<file path="src/pvrm_pkg.sv">
package pvrm_pkg;

  localparam int unsigned SAMPLE_DEPTH_DEF = 16384;
  localparam int unsigned FRAC_BITS_DEF    = 16;
  localparam int unsigned PADDR_W          = 5;
  localparam int unsigned QUEUE_DEPTH      = 2;

  localparam logic [1:0] KIND_WRITE  = 2'd0;
  localparam logic [1:0] KIND_VOLUME = 2'd1;
  localparam logic [1:0] KIND_START  = 2'd2;
  localparam logic [1:0] KIND_TICK   = 2'd3;

  localparam logic [2:0] REG_PITCH_STEP   = 3'd0;
  localparam logic [2:0] REG_LOOP_HEAD    = 3'd1;
  localparam logic [2:0] REG_LOOP_LIMIT   = 3'd2;
  localparam logic [2:0] REG_LOOP_REPEAT  = 3'd3;
  localparam logic [2:0] REG_SAMPLE_COUNT = 3'd4;

  localparam logic [23:0] PITCH_STEP_RST = 24'h01_0000;

  typedef enum logic [1:0] {OP_WRITE, OP_VOLUME, OP_START, OP_TICK} op_e;

  typedef struct packed {
    logic        [1:0]  kind;
    logic        [13:0] sample_addr;
    logic signed [15:0] sample_value;
    logic signed [15:0] vol_left;
    logic signed [15:0] vol_right;
    logic        [15:0] ramp_len;
    logic signed [31:0] acc_left_in;
    logic signed [31:0] acc_right_in;
  } in_item_t;

  typedef struct packed {
    logic signed [31:0] acc_left_out;
    logic signed [31:0] acc_right_out;
    logic signed [15:0] clamped_left;
    logic signed [15:0] clamped_right;
    logic               playing;
  } out_item_t;

  typedef struct packed {
    op_e      op;
    in_item_t item;
  } cmd_t;

  typedef struct packed {
    logic        [23:0] pitch_step;
    logic        [13:0] loop_head;
    logic        [14:0] loop_limit;
    logic signed [8:0]  loop_repeat;
    logic        [14:0] sample_count;
  } cfg_t;

  typedef struct packed {
    logic               start;
    logic signed [32:0] num;
    logic        [15:0] den;
  } div_req_t;

  typedef struct packed {
    logic               done;
    logic signed [32:0] quot;
  } div_rsp_t;

  function automatic logic signed [31:0] sat32(input logic signed [33:0] v);
    logic signed [31:0] r;
    if (v > 34'sh0_7FFF_FFFF) r = 32'sh7FFF_FFFF;
    else if (v < -34'sh0_8000_0000) r = -32'sh8000_0000;
    else r = v[31:0];
    return r;
  endfunction

  function automatic logic signed [15:0] clamp16(input logic signed [31:0] v);
    logic signed [15:0] r;
    if (v > 32'sd32767) r = 16'sh7FFF;
    else if (v < -32'sd32768) r = -16'sh8000;
    else r = v[15:0];
    return r;
  endfunction

endpackage

</file>
<file path="src/pvrm_div.sv">
module pvrm_div (
  input  logic               clk_i,
  input  logic               rst_ni,
  input  pvrm_pkg::div_req_t req_i,
  output pvrm_pkg::div_rsp_t rsp_o
);
  import pvrm_pkg::*;

  localparam int unsigned NW = 33;

  logic [NW-1:0] quo_q;
  logic [16:0]   rem_q;
  logic [15:0]   den_q;
  logic [5:0]    cnt_q;
  logic          busy_q, neg_q, done_q;
  logic [16:0]   rem_sh;
  logic          fits;

  // one quotient bit per cycle, restoring
  assign rem_sh = {rem_q[15:0], quo_q[NW-1]};
  assign fits   = rem_sh >= {1'b0, den_q};

  assign rsp_o.done = done_q;
  assign rsp_o.quot = neg_q ? -$signed(quo_q) : $signed(quo_q);

  always_ff @(posedge clk_i or negedge rst_ni) begin
    if (!rst_ni) begin
      quo_q  <= '0;
      rem_q  <= '0;
      den_q  <= '0;
      cnt_q  <= '0;
      busy_q <= 1'b0;
      neg_q  <= 1'b0;
      done_q <= 1'b0;
    end else begin
      done_q <= 1'b0;
      if (req_i.start) begin
        neg_q  <= req_i.num[NW-1];
        quo_q  <= req_i.num[NW-1] ? NW'(-req_i.num) : NW'(req_i.num);
        rem_q  <= '0;
        den_q  <= req_i.den;
        cnt_q  <= '0;
        busy_q <= 1'b1;
      end else if (busy_q) begin
        rem_q <= fits ? rem_sh - {1'b0, den_q} : rem_sh;
        quo_q <= {quo_q[NW-2:0], fits};
        cnt_q <= cnt_q + 1'b1;
        if (cnt_q == 6'(NW-1)) begin
          busy_q <= 1'b0;
          done_q <= 1'b1;
        end
      end
    end
  end
endmodule

</file>
<file path="config.mk">
export PLATFORM = sky130hd
export DESIGN_NAME = pvrm_div
export DESIGN_NICKNAME = d
export VERILOG_FILES = /design/src/pvrm_pkg.sv /design/src/pvrm_div.sv
export SDC_FILE = /design/constraint.sdc
export NUM_CORES = 1
export LEC_CHECK = 0
export ABC_AREA = 0
export BUFFER_PORTS_ARGS = -buffer_cell sky130_fd_sc_hd__buf_2
export CELL_PAD_IN_SITES_DETAIL_PLACEMENT = 1
export CELL_PAD_IN_SITES_GLOBAL_PLACEMENT = 1
export CORE_MARGIN = 2
export CORE_UTILIZATION = 43
export CTS_CLUSTER_SIZE = 24
export DETAILED_ROUTE_END_ITERATION = 8
export MAX_ROUTING_LAYER = met4
export PLACE_DENSITY = 0.86
export REMOVE_ABC_BUFFERS = 1
export SYNTH_ARGS = -nofsm -noshare
export SYNTH_HDL_FRONTEND = slang
export SYNTH_SLANG_ARGS = --single-unit
</file>
<file path="constraint.sdc">
create_clock -name clk_i -period 3.3 [get_ports clk_i]
set_clock_uncertainty 0.05 [all_clocks]
set_input_delay 0.66 -clock clk_i [delete_from_list [all_inputs] [get_ports clk_i]]
set_output_delay 0.66 -clock clk_i [all_outputs]
set_load 0.005 [all_outputs]
</file>
After elaboration in Yosys (flattened, before gate mapping)
Cells that the tools add are included.
{"block": "classes", "n_addsub": 4, "order_cmp": 1, "eq_ne": 1, "muxes": 15, "reduce_logical": 1}
{"operator": "two-way mux 33 bit", "n": 4}
{"operator": "negator 33 bit", "n": 2}
{"operator": "two-way mux 16 bit", "n": 3}
{"operator": "greater-or-equal comparator 17 x 16 -> 1 bit", "n": 1}
{"operator": "subtractor 16 bit", "n": 1}
{"operator": "two-way mux 6 bit", "n": 2}
{"operator": "adder 6 x 1 -> 6 bit (second input constant)", "n": 1}
{"operator": "equality test 6 bit (second input constant)", "n": 1}
{"operator": "two-way mux 1 bit", "n": 6}
{"operator": "nonzero test 2 bit", "n": 1}
{"block": "word_totals", "regBits": 74, "input_bits": 52, "output_inout_bits": 34}

Logic depth before layout (Yosys ltp)
Gate-level depths: netlist of the first run.
{"block": "depth", "ltp_word": 4, "mapped_depth": 11}

Least setup slack after synthesis of the first run
OpenSTA, ideal clock, no wires.
{"block": "synth_path", "path_type": "register -> output", "startpoint": "register quo_q[17]", "endpoint": "output rsp_o[26] (netlist bit)", "t_arrival_ns": 2.363, "required_ns": 2.590, "setup_slack_ns": 0.227, "path_stages_with_launch": 7, "path_buffers": 0, "cell_sequence": "dfrtp_1 -> or4_1 -> or2_1 -> or4_4 -> or3_4 -> o31ai_2 -> xnor2_1"}
{"element": "from (decl)", "line_no": "pvrm_div.sv:11", "rtl": "logic [NW-1:0] quo_q;"}
{"element": "from (signal assigned)", "line_no": "pvrm_div.sv:39", "rtl": "quo_q <= req_i.num[NW-1] ? NW'(-req_i.num) : NW'(req_i.num);"}
{"element": "from (signal assigned)", "line_no": "pvrm_div.sv:46", "rtl": "quo_q <= {quo_q[NW-2:0], fits};"}
{"element": "to (decl)", "line_no": "pvrm_div.sv:5", "rtl": "output pvrm_pkg::div_rsp_t rsp_o"}

==> results.sh, run 1 <==
export IMPL_power_density_nw_per_um2=426.2
export IMPL_met2_usage_pct=46.47
export IMPL_dp_final_hpwl_um=11920
export IMPL_cpPeakStageDelay_ps=540
export IMPL_cts_tree="done"
export IMPL_ir_drop_mv=0.2648
export IMPL_setup_viol=12
export IMPL_synth_edf_count=0
export IMPL_status="complete, but fails checks"
export IMPL_final_cell_area_um2=6646
export IMPL_grt_max_degree=56
export IMPL_tns_ps=-1424
export IMPL_firstDrtPassIters=4
export IMPL_crit_chain="or4_4 > or2_1 > or4_4 > or3_4 > buf_4 > nand2_2 > xnor2_1 > buf_2"
export IMPL_vias=5297
export IMPL_multi_input_area_um2=3511
export IMPL_cp_common_cell="or4_4"
export IMPL_path_delay_family="simple AND/OR/NAND/NOR gates"
export IMPL_setup_ws_ps=-243.3
export IMPL_start_util_pct=43.75
export IMPL_cp_arrival_ps=2830
export IMPL_p_total_mw=2.833
export IMPL_grt_antenna_before_repair=0
export IMPL_avgSynthCellArea_um2=8.504
export IMPL_portBuffers=85
export IMPL_n_fill_cell=1524
export IMPL_clkTransAtPathRegs_ps=60
export IMPL_drc_errors=0
export IMPL_violations="setup timing"
export IMPL_crit_type="register to output port"
export IMPL_syn_area_um2=5477
export IMPL_hold_class="primary input to async pin"
export IMPL_synthArstFlopShare_pct=100.0
export IMPL_fin_util_pct=53.10
export IMPL_gr_usage_met3_pct=5.304
export IMPL_ys_types=58
export IMPL_detail_route_antenna_nets=0
export IMPL_seq_area_frac_synth_pct=33.81
export IMPL_numCtsBuffers=9
export IMPL_end_kind="output port"
export IMPL_placed_area_um2=6155
export IMPL_grt_pass1_vias=5546
export IMPL_final_nets=807
export IMPL_htree_levels=3
export IMPL_power_leakage_nw=3.001
export IMPL_root_buffer="clkbuf_16"
export IMPL_rsz0062_at_grt="true"
export IMPL_cp_start_kind="register"
export IMPL_required_ps=2590
export IMPL_top_usage_layer="met2"
export IMPL_grt_usage_pct=25.83
export IMPL_clock_latency_ps=350
export IMPL_syn_to_final_growth_pct=21.36
export IMPL_dieArea_um2=13660
export IMPL_routedWlPerCell_um=18.89
export IMPL_min_period_ps=3543
export IMPL_drt_wl_total_um=17210
export IMPL_finalHoldViolations=0
export IMPL_cts_hold_buf=0
export IMPL_gp_congestion=0.9298
export IMPL_relSlewSlack_pct=38.73
export IMPL_clockBufferDepth=2
export IMPL_die_y_um=116.9
export IMPL_regArea_um2=1854
export IMPL_cpMaxStageDelayCell="or4_4"
export IMPL_drv_slew=0
export IMPL_core_region_area_um2=12520
export IMPL_timing_final_crit_share_pct=107.4
export IMPL_ioPinCount=86
export IMPL_drv_cap=0
export IMPL_hold_ws_ps=299.0
export IMPL_synth_cells=644
export IMPL_grtUsageMet1_pct=28.50
export IMPL_fp_row_count=41
export IMPL_drt_vias_per_instance=5.814
export IMPL_die_w_um=116.9
export IMPL_grt_pass1_wl_um=26730
export IMPL_tightest_slew_ps=919.0
export IMPL_yosys_warnings=0
export IMPL_drtIter0Drc=257
export IMPL_crit_fanout=3
export IMPL_max_freq_ghz=0.2822
export IMPL_synthFlopType="dfrtp_1"
export IMPL_grt_overflow=0
export IMPL_diodes=0
export IMPL_drive_above_1_share_pct=21.92
export IMPL_synth_seq_cells=74
export IMPL_numClockSinks=74
export IMPL_path_buf_inv=2
[per-layer routing]
metal,vias up,wire (µm)
met2,128,9048
met5,-,0
met4,0,405
li1,2484,-
met3,32,594
met1,2653,7156
[cells by family (layout without fill, tap and decap cells)]
logic type / Yosys count / count (layout) / share of synthesized area [%]
AOI/OAI and AO/OA: 179 / 179 / 20.84
xor gates and xnor gates: 74 / 74 / 11.83
adders and majority gates: 21 / 21 / 4.935
buffers and inverters: 61 / 156 / 4.341
DFF: 74 / 74 / 33.81
muxes: 32 / 32 / 5.894
and+or+nand+nor: 203 / 203 / 18.35
[layout by cell type, fill, tap and decap left out, drive strengths merged, types with 3 or more instances in the layout]
cell type / instances
nand3: 7
o31a: 3
nand4: 6
dfrtp: 74
nor3: 11
mux2i: 30
or4: 8
or3: 11
and3: 4
o31ai: 19
o41ai: 7
a21o: 6
or2: 4
a311oi: 6
buf: 115
inv: 25
a211oi: 21
nor2b: 16
a21oi: 31
xnor2: 56
nor4: 5
xor2: 18
nor2: 37
nand2: 78
clkbuf: 12
o22ai: 3
ha: 20
o21a: 3
o21ai: 64
nand2b: 8
a31oi: 4
[area by class of cell]
| type | count | area share, % |
|---|---|---|
| multi-input cells | 509 | 52.82 |
| flip-flops and latches | 74 | 27.90 |
| repair buffers | 115 | 10.02 |
| clock buffers | 12 | 3.859 |
| well taps | 172 | 3.238 |
| inverters | 25 | 1.412 |
| clock inverters | 4 | 0.7530 |
[power breakdown]
part | internal (mW) | total [mW] | switching (mW)
sequential | 0.980 | 1.09 | 0.106
clock | 0.626 | 1.02 | 0.394
combinational | 0.337 | 0.727 | 0.390
[synth_stat cells (17+ instances only)]
master     n  area [µm²]
clkbuf_1  28       105.1
o21ai_0   64       320.3
xnor2_1   56       490.5
dfrtp_1   74        1852
a21oi_1   31       155.2
ha_1      20       250.2
nand2_1   78       292.8
mux2i_1   30       300.3
o31ai_1   17       127.6
inv_1     25       93.84
xor2_1    18       157.7
a211oi_1  21       157.7
nor2_1    36       135.1
[registers in the layout, indices dropped and copies added, names as in the netlist]
| register | count |
|---|---|
| rem_q | 16 |
| busy_q | 1 |
| cnt_q | 6 |
| done_q | 1 |
| quo_q | 33 |
| neg_q | 1 |
| den_q | 16 |
[stage by stage]
step	std cells	setup slack [ps]
finish	911	-243.3
global route	911	-346.6
global placement	887	90.95
detailed placement	887	50.67
CTS	905	-245.0
floorplan	608	226.6
[path summary, 6_finish.rpt]
path / startpoint / depth (start not counted) / slack [ps] / endpoint
max in group asynchronous: rst_ni / 2 / 2190 / busy_q
worst max register to register: rem_q[5] / 8 / 360 / rem_q[14]
worst min register to register: den_q[11] / 2 / 480 / den_q[11]
worst max-delay path: quo_q[16] / 8 / -240 / rsp_o[22]
worst min-delay path: rst_ni / 1 / 300 / den_q[3]
min in group clk_i: req_i[10] / 3 / 470 / den_q[10]
[repair_timing]
action                     CTS  global route
gates resized for setup      9            15
pin swaps                    7             9
cloned                       0             0
setup endpoints to repair   14            22
setup buffers                2             6
Note: power is estimated with default switching activity, not from simulation.
==> run 2: changes to the inputs <==
--- a/config.mk
+++ b/config.mk
@@ -10,12 +10,13 @@
 export CELL_PAD_IN_SITES_DETAIL_PLACEMENT = 1
 export CELL_PAD_IN_SITES_GLOBAL_PLACEMENT = 1
 export CORE_MARGIN = 2
-export CORE_UTILIZATION = 43
+export CORE_UTILIZATION = 42
 export CTS_CLUSTER_SIZE = 24
 export DETAILED_ROUTE_END_ITERATION = 8
 export MAX_ROUTING_LAYER = met4
-export PLACE_DENSITY = 0.86
+export PLACE_DENSITY = 0.84
 export REMOVE_ABC_BUFFERS = 1
+export SKIP_CTS_REPAIR_TIMING = 1
 export SYNTH_ARGS = -nofsm -noshare
 export SYNTH_HDL_FRONTEND = slang
 export SYNTH_SLANG_ARGS = --single-unit
==> results.sh, run 2 (synthesized netlist as in run 1, its figures left out) <==
export IMPL_status="complete, but fails checks"
export IMPL_violations="setup timing"
export IMPL_top_register="quo_q"
export IMPL_cts_tree="done"
export IMPL_core_region_area_um2=12670
export IMPL_numCtsBuffers=9
export IMPL_grt_max_degree=65
export IMPL_htree_levels=3
export IMPL_clock_latency_ps=340
export IMPL_grt_antenna_before_repair=0
export IMPL_cp_arrival_ps=2860
export IMPL_die_y_um=118.2
export IMPL_grtUsageMet1_pct=29.77
export IMPL_crit_fanout=3
export IMPL_rsz0062_at_grt="true"
export IMPL_syn_to_final_growth_pct=19.90
export IMPL_diodes=0
export IMPL_drt_vias_per_instance=5.699
export IMPL_drv_slew=0
export IMPL_dieArea_um2=13970
export IMPL_grt_pass1_vias=5418
export IMPL_drv_cap=0
export IMPL_finalHoldViolations=0
export IMPL_power_leakage_nw=2.975
export IMPL_tightest_slew_ps=783.2
export IMPL_cp_start_kind="register"
export IMPL_grt_overflow=0
export IMPL_largest_register_ffs=33
export IMPL_detail_route_antenna_nets=0
export IMPL_layout_commonest_cell="buf_2"
export IMPL_relSlewSlack_pct=47.79
export IMPL_grt_usage_pct=24.31
export IMPL_setup_viol=11
export IMPL_n_fill_cell=1543
export IMPL_met2_usage_pct=39.85
export IMPL_required_ps=2590
export IMPL_setup_ws_ps=-268.0
export IMPL_reg_largest_list="quo_q: 33 flops, den_q: 16 flops, rem_q: 16 flops"
export IMPL_power_density_nw_per_um2=420.9
export IMPL_drtIter0Drc=208
export IMPL_ir_drop_mv=0.2280
export IMPL_final_cell_mix="84 x buf_2, 76 x nand2_1, 72 x dfrtp_1"
export IMPL_numClockSinks=74
export IMPL_final_instance_count_excl_fill=909
export IMPL_multi_input_area_um2=3472
export IMPL_dp_final_hpwl_um=11910
export IMPL_top_usage_layer="met2"
export IMPL_clockBufferDepth=2
export IMPL_firstDrtPassIters=4
export IMPL_grt_pass1_wl_um=26920
export IMPL_gr_usage_met3_pct=3.234
export IMPL_max_freq_ghz=0.2803
export IMPL_hold_class="primary input to async pin"
export IMPL_root_buffer="clkbuf_16"
export IMPL_routedWlPerCell_um=18.01
export IMPL_end_kind="output port"
export IMPL_portBuffers=85
export IMPL_drive_above_1_share_pct=20.49
export IMPL_fp_row_count=41
export IMPL_drc_errors=0
export IMPL_crit_type="register to output port"
export IMPL_vias=5180
export IMPL_final_nets=805
export IMPL_ioPinCount=86
export IMPL_clkTransAtPathRegs_ps=60
export IMPL_min_period_ps=3568
export IMPL_gp_congestion=0.9609
export IMPL_placed_cells=887
export IMPL_drt_wl_total_um=16370
export IMPL_regArea_um2=1854
export IMPL_hold_ws_ps=323.4
export IMPL_start_util_pct=43.22
export IMPL_die_w_um=118.2
export IMPL_timing_final_crit_share_pct=108.1
==> run 2: worst max-delay path, cell delays in order (launching register included) <==
cell and delay (ps):
dfrtp_1 380, or4_4 540, or2_4 280, or4_4 420, or3_4 390, o31ai_4 240
xnor2_1 130, buf_2 130
==> run 2: where the power goes <==
| part | internal, mW | total [mW] | switching (mW) |
|---|---|---|---|
| registers | 0.980 | 1.08 | 0.0989 |
| logic | 0.332 | 0.711 | 0.378 |
| clock network | 0.584 | 0.974 | 0.389 |
==> run 2: layer usage <==
layer,share of wire [%],up-vias
li1,-,2470
met1,43,2551
met2,50,118
met3,3.4,41
met4,3.3,0
met5,0,-
==> run 2: worst paths after layout <==
kind | to | from | cells after the start | slack (ps)
min in group clk_i | den_q[13] | den_q[13] | 2 | 470
max in group asynchronous | quo_q[2] | rst_ni | 2 | 2180
worst min register to register | den_q[13] | den_q[13] | 2 | 470
worst min-delay path | den_q[4] | rst_ni | 1 | 320
worst max-delay path | rsp_o[26] | quo_q[14] | 7 | -270
worst max register to register | rem_q[1] | rem_q[5] | 9 | 380
==> run 2: stage by stage <==
stage / TNS [ps] / cell area [µm²] / util, % / setup WS, ps / power [mW]
after floorplan: 0 / 5333 / - / 226.6 / 1.441
after global placement: 0 / 6155 / 48.57 / 85.75 / 1.733
after detailed placement: 0 / 6155 / 48.57 / 43.02 / 1.765
after CTS: -3082 / 6435 / 50.79 / -349.8 / 2.745
after global routing: -3036 / 6566 / 51.82 / -330.5 / 2.908
final: -1280 / 6566 / 51.82 / -268.0 / 2.764
==> run 2: cell type report <==
cell class                      instances  area share (%)
Multi-Input combinational cell        509           52.88
Inverter                               25           1.429
Tap cell                              172           3.277
Clock buffer                           13           3.659
Clock inverter                          3          0.6098
Timing Repair Buffer                  113           9.909
Sequential cell                        74           28.24
